$ cat config.mk
export PLATFORM = sky130hd
export DESIGN_NAME = json_string_escaper_top
export DESIGN_NICKNAME = d
export VERILOG_FILES = /design/src/rtl/jse_pkg.sv /design/src/rtl/jse_front.sv /design/src/rtl/jse_queue.sv /design/src/rtl/jse_back.sv /design/src/rtl/json_string_escaper_top.sv
export SDC_FILE = /design/constraint.sdc
export NUM_CORES = 1
export LEC_CHECK = 0
export BUFFER_PORTS_ARGS = -buffer_cell sky130_fd_sc_hd__buf_2
export CAP_MARGIN = 20
export CORE_AREA = 5 5 113 136
export CTS_CLUSTER_DIAMETER = 200
export DETAILED_ROUTE_END_ITERATION = 8
export DIE_AREA = 0 0 118 141
export PLACE_DENSITY = 0.86
export SLEW_MARGIN = 0
export SYNTH_ARGS = -nofsm -noshare
export SYNTH_HDL_FRONTEND = slang
export SYNTH_SLANG_ARGS = --single-unit
$ cat constraint.sdc
create_clock -name aclk -period 3.5 [get_ports aclk]
set_input_delay 0.7 -clock aclk [delete_from_list [all_inputs] [get_ports aclk]]
set_output_delay 0.7 -clock aclk [all_outputs]
set_load 0.01 [all_outputs]
$ cat src/rtl/jse_pkg.sv
// ----------------------------------------------------------------------------
// jse_pkg
// shared types, codes and character helpers for the json string escaper
// ----------------------------------------------------------------------------
`default_nettype none

package jse_pkg;

    // width of the saturating character count
    localparam int COUNT_WIDTH = 32;
    localparam int CAP_WIDTH   = 32;
    localparam int LEN_WIDTH   = 32;

    // descriptor queue between front and back, power of two
    localparam int QUEUE_DEPTH = 2;
    localparam int QPTR_W      = (QUEUE_DEPTH > 1) ? $clog2(QUEUE_DEPTH) : 1;

    // opcodes of the input channel
    localparam logic [1:0] OP_START = 2'd0;
    localparam logic [1:0] OP_BEGIN = 2'd1;
    localparam logic [1:0] OP_BYTE  = 2'd2;
    localparam logic [1:0] OP_END   = 2'd3;

    // descriptor classes
    localparam logic [1:0] CLS_START  = 2'd0;
    localparam logic [1:0] CLS_SINGLE = 2'd1;
    localparam logic [1:0] CLS_ESC2   = 2'd2;
    localparam logic [1:0] CLS_UNI    = 2'd3;

    // characters
    localparam logic [7:0] CH_QUOTE  = 8'h22;
    localparam logic [7:0] CH_BSLASH = 8'h5c;
    localparam logic [7:0] CH_ZERO   = 8'h30;
    localparam logic [7:0] CH_ONE    = 8'h31;
    localparam logic [7:0] CH_LOW_A  = 8'h61;
    localparam logic [7:0] CH_LOW_B  = 8'h62;
    localparam logic [7:0] CH_LOW_F  = 8'h66;
    localparam logic [7:0] CH_LOW_N  = 8'h6e;
    localparam logic [7:0] CH_LOW_R  = 8'h72;
    localparam logic [7:0] CH_LOW_T  = 8'h74;
    localparam logic [7:0] CH_LOW_U  = 8'h75;
    localparam logic [7:0] CTRL_LIMIT = 8'h20;
    localparam logic [3:0] NIBBLE_MASK = 4'hf;

    // control byte codes with short escapes
    localparam logic [7:0] BYTE_BS = 8'h08;
    localparam logic [7:0] BYTE_HT = 8'h09;
    localparam logic [7:0] BYTE_LF = 8'h0a;
    localparam logic [7:0] BYTE_FF = 8'h0c;
    localparam logic [7:0] BYTE_CR = 8'h0d;

    // characters per class
    localparam int UNI_LEN = 6;
    localparam int STEP_W  = $clog2(UNI_LEN);
    localparam logic [STEP_W-1:0] STEP_ESC2_LAST = STEP_W'(1);
    localparam logic [STEP_W-1:0] STEP_UNI_LAST  = STEP_W'(UNI_LEN - 1);

    typedef struct packed {
        logic [1:0] cls;
        logic [7:0] ch;
    } desc_t;

    function automatic logic [7:0] hex_digit(input logic [3:0] v);
        logic [3:0] n;
        n = v & NIBBLE_MASK;
        if (n < 4'd10) begin
            hex_digit = CH_ZERO + {4'd0, n};
        end else begin
            hex_digit = CH_LOW_A - 8'd10 + {4'd0, n};
        end
    endfunction

    function automatic logic [STEP_W-1:0] last_step(input logic [1:0] cls);
        case (cls)
            CLS_ESC2: last_step = STEP_ESC2_LAST;
            CLS_UNI:  last_step = STEP_UNI_LAST;
            default:  last_step = '0;
        endcase
    endfunction

    // character at a given step of a descriptor's output run
    function automatic logic [7:0] run_char(input desc_t d, input logic [STEP_W-1:0] step);
        logic [7:0] c;
        c = d.ch;
        case (d.cls)
            CLS_ESC2: begin
                c = (step == '0) ? CH_BSLASH : d.ch;
            end
            CLS_UNI: begin
                case (step)
                    STEP_W'(0): c = CH_BSLASH;
                    STEP_W'(1): c = CH_LOW_U;
                    STEP_W'(2): c = CH_ZERO;
                    STEP_W'(3): c = CH_ZERO;
                    STEP_W'(4): c = d.ch[4] ? CH_ONE : CH_ZERO;
                    default:    c = hex_digit(d.ch[3:0]);
                endcase
            end
            default: begin
                c = d.ch;
            end
        endcase
        run_char = c;
    endfunction

endpackage

`default_nettype wire

$ cat src/rtl/jse_front.sv
// ----------------------------------------------------------------------------
// jse_front
// accepts input items and classifies them into run descriptors
// ----------------------------------------------------------------------------
`default_nettype none

module jse_front (
    input  wire logic              s_valid,
    output logic                   s_ready,
    input  wire logic [1:0]        s_opcode,
    input  wire logic [7:0]        s_data_byte,
    input  wire logic              q_full,
    output logic                   q_push,
    output jse_pkg::desc_t         q_desc
);

    assign s_ready = !q_full;
    assign q_push  = s_valid && !q_full;

    always_comb begin
        q_desc.cls = jse_pkg::CLS_SINGLE;
        q_desc.ch  = jse_pkg::CH_QUOTE;
        case (s_opcode)
            jse_pkg::OP_START: begin
                q_desc.cls = jse_pkg::CLS_START;
            end
            jse_pkg::OP_BEGIN, jse_pkg::OP_END: begin
                q_desc.cls = jse_pkg::CLS_SINGLE;
                q_desc.ch  = jse_pkg::CH_QUOTE;
            end
            jse_pkg::OP_BYTE: begin
                q_desc.cls = jse_pkg::CLS_ESC2;
                case (s_data_byte)
                    jse_pkg::CH_QUOTE:  q_desc.ch = jse_pkg::CH_QUOTE;
                    jse_pkg::CH_BSLASH: q_desc.ch = jse_pkg::CH_BSLASH;
                    jse_pkg::BYTE_BS:   q_desc.ch = jse_pkg::CH_LOW_B;
                    jse_pkg::BYTE_FF:   q_desc.ch = jse_pkg::CH_LOW_F;
                    jse_pkg::BYTE_LF:   q_desc.ch = jse_pkg::CH_LOW_N;
                    jse_pkg::BYTE_CR:   q_desc.ch = jse_pkg::CH_LOW_R;
                    jse_pkg::BYTE_HT:   q_desc.ch = jse_pkg::CH_LOW_T;
                    default: begin
                        // other control bytes take the long form, all other bytes pass as is
                        q_desc.ch  = s_data_byte;
                        q_desc.cls = (s_data_byte < jse_pkg::CTRL_LIMIT) ?
                                     jse_pkg::CLS_UNI : jse_pkg::CLS_SINGLE;
                    end
                endcase
            end
            default: begin
                q_desc.cls = jse_pkg::CLS_SINGLE;
            end
        endcase
    end

endmodule

`default_nettype wire

$ cat src/rtl/jse_queue.sv
// ----------------------------------------------------------------------------
// jse_queue
// short register queue of run descriptors between front and back
// ----------------------------------------------------------------------------
`default_nettype none

module jse_queue (
    input  wire logic             aclk,
    input  wire logic             aresetn,
    input  wire logic             push,
    input  wire jse_pkg::desc_t   push_desc,
    output logic                  full,
    input  wire logic             pop,
    output logic                  head_valid,
    output jse_pkg::desc_t        head_desc
);

    jse_pkg::desc_t entry_reg [jse_pkg::QUEUE_DEPTH];

    logic [jse_pkg::QPTR_W-1:0] wr_ptr_reg, wr_ptr_next;
    logic [jse_pkg::QPTR_W-1:0] rd_ptr_reg, rd_ptr_next;
    logic [jse_pkg::QPTR_W:0]   count_reg, count_next;

    localparam logic [jse_pkg::QPTR_W:0] DEPTH_CNT = (jse_pkg::QPTR_W + 1)'(jse_pkg::QUEUE_DEPTH);

    assign full       = (count_reg == DEPTH_CNT);
    assign head_valid = (count_reg != '0);
    assign head_desc  = entry_reg[rd_ptr_reg];

    always_comb begin
        wr_ptr_next = wr_ptr_reg;
        rd_ptr_next = rd_ptr_reg;
        count_next  = count_reg;
        if (push) begin
            wr_ptr_next = wr_ptr_reg + 1'b1;
        end
        if (pop) begin
            rd_ptr_next = rd_ptr_reg + 1'b1;
        end
        if (push && !pop) begin
            count_next = count_reg + 1'b1;
        end else if (pop && !push) begin
            count_next = count_reg - 1'b1;
        end
    end

    always_ff @(posedge aclk) begin
        if (!aresetn) begin
            wr_ptr_reg <= '0;
            rd_ptr_reg <= '0;
            count_reg  <= '0;
        end else begin
            wr_ptr_reg <= wr_ptr_next;
            rd_ptr_reg <= rd_ptr_next;
            count_reg  <= count_next;
        end
    end

    always_ff @(posedge aclk) begin
        if (push) begin
            entry_reg[wr_ptr_reg] <= push_desc;
        end
    end

    // no push into a full queue, no pop from an empty one
    assert property (@(posedge aclk) disable iff (!aresetn) !(push && full))
        else $error("queue push while full");
    assert property (@(posedge aclk) disable iff (!aresetn) pop |-> head_valid)
        else $error("queue pop while empty");

endmodule

`default_nettype wire

$ cat src/rtl/jse_back.sv
// ----------------------------------------------------------------------------
// jse_back
// expands run descriptors into characters, counts and tracks buffer room
// ----------------------------------------------------------------------------
`default_nettype none

module jse_back (
    input  wire logic                           aclk,
    input  wire logic                           aresetn,
    input  wire logic                           cfg_wr_en,
    input  wire logic [jse_pkg::CAP_WIDTH-1:0]  cfg_wr_data,
    input  wire logic                           head_valid,
    input  wire jse_pkg::desc_t                 head_desc,
    output logic                                pop,
    output logic                                m_valid,
    input  wire logic                           m_ready,
    output logic [7:0]                          m_out_char,
    output logic                                m_kept,
    output logic [jse_pkg::LEN_WIDTH-1:0]       m_total_length,
    output logic                                m_last_of_run
);

    localparam logic [jse_pkg::COUNT_WIDTH-1:0] COUNT_MAX = '1;

    logic [jse_pkg::CAP_WIDTH-1:0]   cap_reg;
    logic [jse_pkg::COUNT_WIDTH-1:0] count_reg, count_next, count_inc;
    logic [jse_pkg::CAP_WIDTH-1:0]   room_reg, room_next;
    logic                            storing_reg, storing_next;
    logic [jse_pkg::STEP_W-1:0]      step_reg, step_next;
    logic                            m_valid_reg, m_valid_next;
    logic [7:0]                      char_reg;
    logic                            kept_reg;
    logic [jse_pkg::LEN_WIDTH-1:0]   len_reg;
    logic                            last_reg;

    logic advance, is_start, start_fire, emit, run_last, fits;

    assign advance    = !m_valid_reg || m_ready;
    assign is_start   = (head_desc.cls == jse_pkg::CLS_START);
    assign start_fire = head_valid && is_start;
    assign emit       = head_valid && !is_start && advance;
    assign run_last   = (step_reg == jse_pkg::last_step(head_desc.cls));
    assign pop        = start_fire || (emit && run_last);
    assign fits       = storing_reg && (room_reg > jse_pkg::CAP_WIDTH'(1));
    assign count_inc  = (count_reg != COUNT_MAX) ? count_reg + 1'b1 : count_reg;

    always_comb begin
        count_next   = count_reg;
        room_next    = room_reg;
        storing_next = storing_reg;
        step_next    = step_reg;
        m_valid_next = m_valid_reg && !m_ready;
        if (start_fire) begin
            count_next   = '0;
            room_next    = cap_reg;
            storing_next = 1'b1;
        end else if (emit) begin
            count_next   = count_inc;
            m_valid_next = 1'b1;
            step_next    = run_last ? '0 : step_reg + 1'b1;
            if (fits) begin
                room_next = room_reg - 1'b1;
            end else begin
                storing_next = 1'b0;
            end
        end
    end

    always_ff @(posedge aclk) begin
        if (!aresetn) begin
            cap_reg     <= '0;
            count_reg   <= '0;
            room_reg    <= '0;
            storing_reg <= 1'b0;
            step_reg    <= '0;
            m_valid_reg <= 1'b0;
        end else begin
            if (cfg_wr_en) begin
                cap_reg <= cfg_wr_data;
            end
            count_reg   <= count_next;
            room_reg    <= room_next;
            storing_reg <= storing_next;
            step_reg    <= step_next;
            m_valid_reg <= m_valid_next;
        end
    end

    always_ff @(posedge aclk) begin
        if (emit) begin
            char_reg <= jse_pkg::run_char(head_desc, step_reg);
            kept_reg <= fits;
            len_reg  <= jse_pkg::LEN_WIDTH'(count_inc);
            last_reg <= run_last;
        end
    end

    assign m_valid        = m_valid_reg;
    assign m_out_char     = char_reg;
    assign m_kept         = kept_reg;
    assign m_total_length = len_reg;
    assign m_last_of_run  = last_reg;

    // once storing is off nothing is kept until a start
    assert property (@(posedge aclk) disable iff (!aresetn)
        (emit && !storing_reg) |=> !m_kept)
        else $error("character kept while storing off");
    // count steps by one per character below saturation
    assert property (@(posedge aclk) disable iff (!aresetn)
        (emit && count_reg != COUNT_MAX) |=> (count_reg == $past(count_reg) + 1'b1))
        else $error("count did not advance");
    // run step never passes the longest escape
    assert property (@(posedge aclk) disable iff (!aresetn)
        step_reg <= jse_pkg::STEP_UNI_LAST)
        else $error("run step out of range");

endmodule

`default_nettype wire

$ cat src/rtl/json_string_escaper_top.sv
// ----------------------------------------------------------------------------
// json_string_escaper_top
// streaming json string escaper with saturating length and buffer tracking
// ----------------------------------------------------------------------------
// Items arrive on the s_ channel (opcode plus raw byte) and escaped characters
// leave on the m_ channel, one character per transfer, with a kept flag, the
// running total length and a marker on the last character of each item. A
// plain byte or a quote item gives one character and the block sustains one
// character per cycle while m_ready stays high; a short escape expands to a
// backslash and one letter and a \u00xx escape to six characters, which the
// back end makes one per cycle. A start item gives no transfer. The
// front end keeps taking items while the back end expands an escape until
// the 2-entry descriptor queue between them fills, so s_ready drops only then.
// Items pass the queue and the output register. The user must write the buffer
// capacity register through cfg_wr_en/cfg_wr_data only while idle, which the
// block does not enforce; each start item loads it into the room counter.
`default_nettype none

module json_string_escaper_top (
    input  wire logic        aclk,
    input  wire logic        aresetn,

    // configuration write
    input  wire logic        cfg_wr_en,
    input  wire logic [31:0] cfg_wr_data,

    // item input
    input  wire logic        s_valid,
    output logic             s_ready,
    input  wire logic [1:0]  s_opcode,
    input  wire logic [7:0]  s_data_byte,

    // character output
    output logic             m_valid,
    input  wire logic        m_ready,
    output logic [7:0]       m_out_char,
    output logic             m_kept,
    output logic [31:0]      m_total_length,
    output logic             m_last_of_run
);

    // descriptor path: front -> queue -> back
    jse_pkg::desc_t push_desc;
    jse_pkg::desc_t head_desc;
    logic           q_push;
    logic           q_full;
    logic           q_pop;
    logic           head_valid;

    // classify the item into a run descriptor
    jse_front u_front (
        .s_valid     (s_valid),
        .s_ready     (s_ready),
        .s_opcode    (s_opcode),
        .s_data_byte (s_data_byte),
        .q_full      (q_full),
        .q_push      (q_push),
        .q_desc      (push_desc)
    );

    // decouples item intake from character expansion
    jse_queue u_queue (
        .aclk       (aclk),
        .aresetn    (aresetn),
        .push       (q_push),
        .push_desc  (push_desc),
        .full       (q_full),
        .pop        (q_pop),
        .head_valid (head_valid),
        .head_desc  (head_desc)
    );

    // one character per cycle while m_ready allows, counters and output register
    jse_back u_back (
        .aclk           (aclk),
        .aresetn        (aresetn),
        .cfg_wr_en      (cfg_wr_en),
        .cfg_wr_data    (cfg_wr_data),
        .head_valid     (head_valid),
        .head_desc      (head_desc),
        .pop            (q_pop),
        .m_valid        (m_valid),
        .m_ready        (m_ready),
        .m_out_char     (m_out_char),
        .m_kept         (m_kept),
        .m_total_length (m_total_length),
        .m_last_of_run  (m_last_of_run)
    );

endmodule

`default_nettype wire
# After elaboration in Yosys (flattened, before gate mapping)
# Memories as Yosys holds them, arrays and structs flattened. A register that Yosys moved wholly into a read port is not among the register bits.
# Index checks and enable logic that the tools add are counted.
word_totals:
  reg_bits: 147
  latchBits: 0
  ram_bits: 20
  romBits: 0
  inputBits: 47
  out_inout_bits: 44
  elab_cells: 106
  mem_count: 1
mem_list:
  columns: ["name", "words", "width", "read_ports", "rd_ports_with_merged_regs", "wr", "line_no", "text"]
  rows:
  - ["u_queue.entry_reg", 2, 10, 1, 1, 1, "jse_queue.sv:18", "jse_pkg::desc_t entry_reg [jse_pkg::QUEUE_DEPTH];"]
op_classes:
  n_addsub: 9
  mul: 0
  div: 0
  magnitude_cmp: 3
  n_eq_ne: 20
  n_shift: 0
  mux: 27
  n_bitwise: 2
  reduce_logical: 31
ops:
  columns: ["op", "count"]
  rows:
  - ["two-way mux 32 bit", 4]
  - ["case mux 8 bit (7 select lines)", 1]
  - ["== test 8 x 4 -> 1 bit, second input constant", 5]
  - ["adder 32 x 1 -> 32 bit, second input constant", 1]
  - ["> comparator 32 x 1 -> 1 bit, second input constant", 1]
  - ["inequality test 32 bit, second input constant", 1]
  - ["case mux 8 bit (4 select lines)", 1]
  - ["subtractor 32 x 1 -> 32 bit, second input constant", 1]
  - ["two-way mux 8 bit", 3]
  - ["case mux 8 bit (2 select lines)", 1]
  - ["== test 2 bit, second input constant", 5]
  - ["two-way mux 1 bit", 10]
  - ["logical AND 1 bit", 9]
  - ["adder 7 x 4 -> 8 bit, first input constant", 1]
  - ["== test 8 x 6 -> 1 bit, second input constant", 1]
  - ["== test 8 x 7 -> 1 bit, second input constant", 1]
  - ["< comparator 8 x 6 -> 1 bit, second input constant", 1]
  - ["two-way mux 2 bit", 4]
  - ["nonzero test 2 bit", 4]
  - ["adder 6 x 4 -> 7 bit, first input constant", 1]
  - ["OR reduction 7 bit", 1]
  - ["== test 3 x 2 -> 1 bit, second input constant", 2]
  - ["logical NOT 1 bit", 6]
  - ["case mux 2 bit (3 select lines)", 1]
  - ["18 further kinds", 26]

# Longest topological paths before layout
depth:
  word_depth: 9
  mapped_depth: 10
  depth_no_buf: 9

# Cells and area by module
# Synthesis repeated with hierarchy kept, for this count alone.
hier_totals:
  cells_unflattened: 893
  hier_area_um2: 8513.2
by_module_without_submodules:
  columns: ["mod", "n_inst", "cells_per_inst", "area_each_um2"]
  rows:
  - ["jse_back", 1, 796, 7267.0]
  - ["jse_queue", 1, 53, 939.7]
  - ["jse_front", 1, 44, 306.5]

# Worst setup path after synthesis
# No wires, ideal clock.
synth_timing:
  path_type: "input port to flip-flop"
  from: "input port m_ready"
  to: "register u_back.count_reg[4] (netlist bit)"
  setup_ps: 128
  arrival_ps: 3073
  t_required_ps: 3372
  slack_ps: 300
  cell_stages: 8
  n_path_buf: 2
  cell_sequence: "nor2b_1 > nand2b_1 > inv_1 > clkbuf_1 > buf_1 > nand3_1 > xnor2_1 > nor2_1"
synth_via:
  elab_chain_len: 2
synth_rtl:
  columns: ["element", "line_no", "text"]
  rows:
  - ["from (decl)", "json_string_escaper_top.sv:35", "input wire logic m_ready,"]
  - ["logical OR 1 bit", "jse_back.sv:38", "assign advance = !m_valid_reg || m_ready;"]
  - ["logical AND 1 bit", "jse_back.sv:41", "assign emit = head_valid && !is_start && advance;"]
  - ["net u_back.emit", "jse_back.sv:36", "logic advance, is_start, start_fire, emit, run_last, fits;"]
  - ["to (signal assigned)", "jse_back.sv:81", "count_reg <= count_next;"]
  - ["to (decl)", "jse_back.sv:26", "logic [jse_pkg::COUNT_WIDTH-1:0] count_reg, count_next, count_inc;"]
# The timed path passes the listed nets, and every way through them passes these cells.
# A chain may end at the register's enable or synchronous reset.

==> reports/results.ini <==
[yosys]
synth_edf_count = 62
synth_cells = 834
synthArstFlopShare_pct = 0
synth_seq_area_share_pct = 49.7
synth.distinct_cells = 64
ys_warn_count = 0
ys_seq_elements = 168
syn_avg_cell_area_um2 = 9.61
netlist_area_um2 = 8010
syn-num-nets = 891
synth_flop_cell = dfxtp_1

[setup_path]
startpoint_type = register
worstSetupPathType = register to register
cp_max_fo = 45
crit_path_end_kind = register
crit_required_ns = 3.86
crit_arrival_ns = 3.33

[layout]
final_cell_area_um2 = 9190
n_fill_cell = 1143
drive_gt1_share_pct = 15.9
n_antenna_cell = 0
post-route-util_pct = 65.4
area.growth.synth_to_final_pct = 14.6
fin_nets = 971

[cts]
numCtsBuffers = 17
htree_levels = 4
post_cts_buffers = 0
cts_resized = 0
insertion_delay_ns = 0.44
clockBufferDepth = 2
cts_tree = built
cts_root_buffer = clkbuf_16
hold_buffers = 0
cts.sinks = 168
clkTransAtPathRegs_ns = 0.07

[die]
core_um2 = 14100
fp-row-count = 48
initial_core_util_pct = 57.0
dieArea_um2 = 16600
die_w_um = 118
io_pins = 91
dieHeight_um = 141

[sta]
post-route-period-util_pct = 84.7
setup-violations-final = 0
hold_viol = 0
fin_skew_ns = 0.0131
slew_violations = 0
period_needed_ns = 2.97
grt_setup_unrepaired = no
slew_headroom_pct = 25.3
fmax_mhz = 337
worstMarginPinSlew_ns = 1.12
finalHoldWorstSlack_ns = 0.472
setup_slack_ns = 0.534
tns_ns = 0

[drt]
post_drt_wl_per_cell_um = 15.8
via_per_inst = 5.86
route.vias.total = 6460
first_pass_iters = 5
drc = 0
ant_nets = 0
drtIter0Drc = 586
routed_wl_mm = 17.5

[pwr]
peakVddDrop_uv = 497
p_per_area_nw_per_um2 = 741
cellLeakagePower_nw = 3.56

[placed_design]
place_ws_ns = 0.616
portBuffers = 90
place_area_um2 = 8590
dp_hpwl_mm = 12.0
gp_congestion = 0.930

[grt]
grt_pass1_wl_mm = 29.3
grt_pass1_vias = 6264
grt_max_degree = 51
grt-ovfl-total = 0
grt_usage_pct = 21.1
antenna_found_initial = 0

[run]
maxCapViolations = 0

[run_status]
status = completed

[worst_hold_path]
min_path_type = register to register

-- synth_stat cells, drive strengths merged (5+ instances only) --
master / n / area (µm²)
nor3: 34 / 170
nor2b: 6 / 37.5
nand2: 60 / 225
inv: 22 / 82.6
a32oi: 6 / 52.6
edfxtp: 62 / 1860
nor3b: 5 / 37.5
a21oi: 33 / 180
and3: 9 / 56.3
dfxtp: 106 / 2120
nor2: 119 / 447
and4: 10 / 87.6
nand2b: 8 / 57.6
nand4: 19 / 119
o311ai: 12 / 105
buf: 13 / 76.3
nand3: 32 / 160
nor4: 12 / 75.1
or3: 15 / 98.8
o21ai: 30 / 150
a211oi: 9 / 67.6
or4: 7 / 60.1
mux2i: 40 / 400
ha: 10 / 125
xnor2: 38 / 333
clkbuf: 28 / 105
o22ai: 9 / 56.3
and2: 8 / 50.1
xor2: 29 / 254
-- path summary, 6_finish.rpt --
check / start / end / slack (ns) / cells after the start
worst max register to register: register / u_back.count_reg[8]$_SDFFE_PP0P_ / 0.53 / 9
worst min register to register: u_back.cap_reg[14]$_SDFFE_PN0P_ / u_back.room_reg[14]$_SDFFE_PN0P_ / 0.47 / 2
worst max-delay path: register / u_back.count_reg[8]$_SDFFE_PP0P_ / 0.53 / 9
worst min-delay path: u_back.cap_reg[14]$_SDFFE_PN0P_ / u_back.room_reg[14]$_SDFFE_PN0P_ / 0.47 / 2
-- metal layers --
layer,global-route usage [%],share of wire [%]
met5,0,0
met4,9.78,2.8
met3,4.82,5.1
met2,36.5,50
met1,25.0,42
-- power by group --
part / leakage (nW) / internal (mW) / switching [mW] / total, mW
clock: 0.298 / 1.10 / 0.766 / 1.87
sequential: 1.45 / 2.44 / 0.186 / 2.63
combinational: 1.81 / 0.837 / 1.47 / 2.31
-- cells by family after synthesis --
logic type               share of synthesized area (%)
AO/OA/AOI/OAI                                     10.9
buffers and inverters                             3.34
flip-flops                                        49.7
XOR/XNOR                                          7.32
AND/OR/NAND/NOR                                   22.1
adder cells (fa/ha/maj)                           1.56
multiplexers                                      5.14
-- cell type report --
class,count,area (µm²),share of cell area [%]
clock buffer,23,510,5.56
clock inverter,9,83.8,0.913
inverter,23,86.3,0.940
multi-input combinational,602,3760,41.0
sequential,168,3980,43.4
tap,175,219,2.38
timing repair buffer,102,541,5.88
-- worst max-delay path, stage by stage (launching register included) --
cell	delay, ns
dfxtp_1	0.70
nor3_1	0.18
nor3_1	0.29
nand2b_1	0.13
inv_2	0.07
buf_4	0.28
buf_4	0.53
nand2_1	0.20
or3_1	0.34
a21oi_1	0.14
-- metrics by stage --
step           total power, mW  instances
2_1_floorplan             4.36        834
3_3_place_gp              4.88       1070
3_5_place_dp              4.94       1070
4_1_cts                   6.82       1102
5_1_grt                   7.22       1102
6_report                  6.81       1102
-- placed cells by master, fill, tap and decap left out, types with 3 or more instances in the layout --
master,n
a211oi_1,9
a21oi_1,31
a221o_1,4
a22oi_1,3
a31oi_1,3
a32oi_1,6
and2_1,8
and3_1,9
and4_1,10
buf_2,90
buf_4,12
clkbuf_16,19
clkinv_2,3
dfxtp_1,106
edfxtp_1,62
ha_1,10
inv_1,21
mux2i_1,40
nand2_1,60
nand2b_1,7
nand3_1,32
nand4_1,19
nor2_1,119
nor2b_1,6
nor3_1,34
nor3b_1,5
nor4_1,12
o211ai_1,3
o21ai_0,28
o22ai_1,9
o311ai_0,10
or2_2,4
or3_1,14
or4_1,5
xnor2_1,38
xor2_1,29
(Power assumes the default switching activity.)
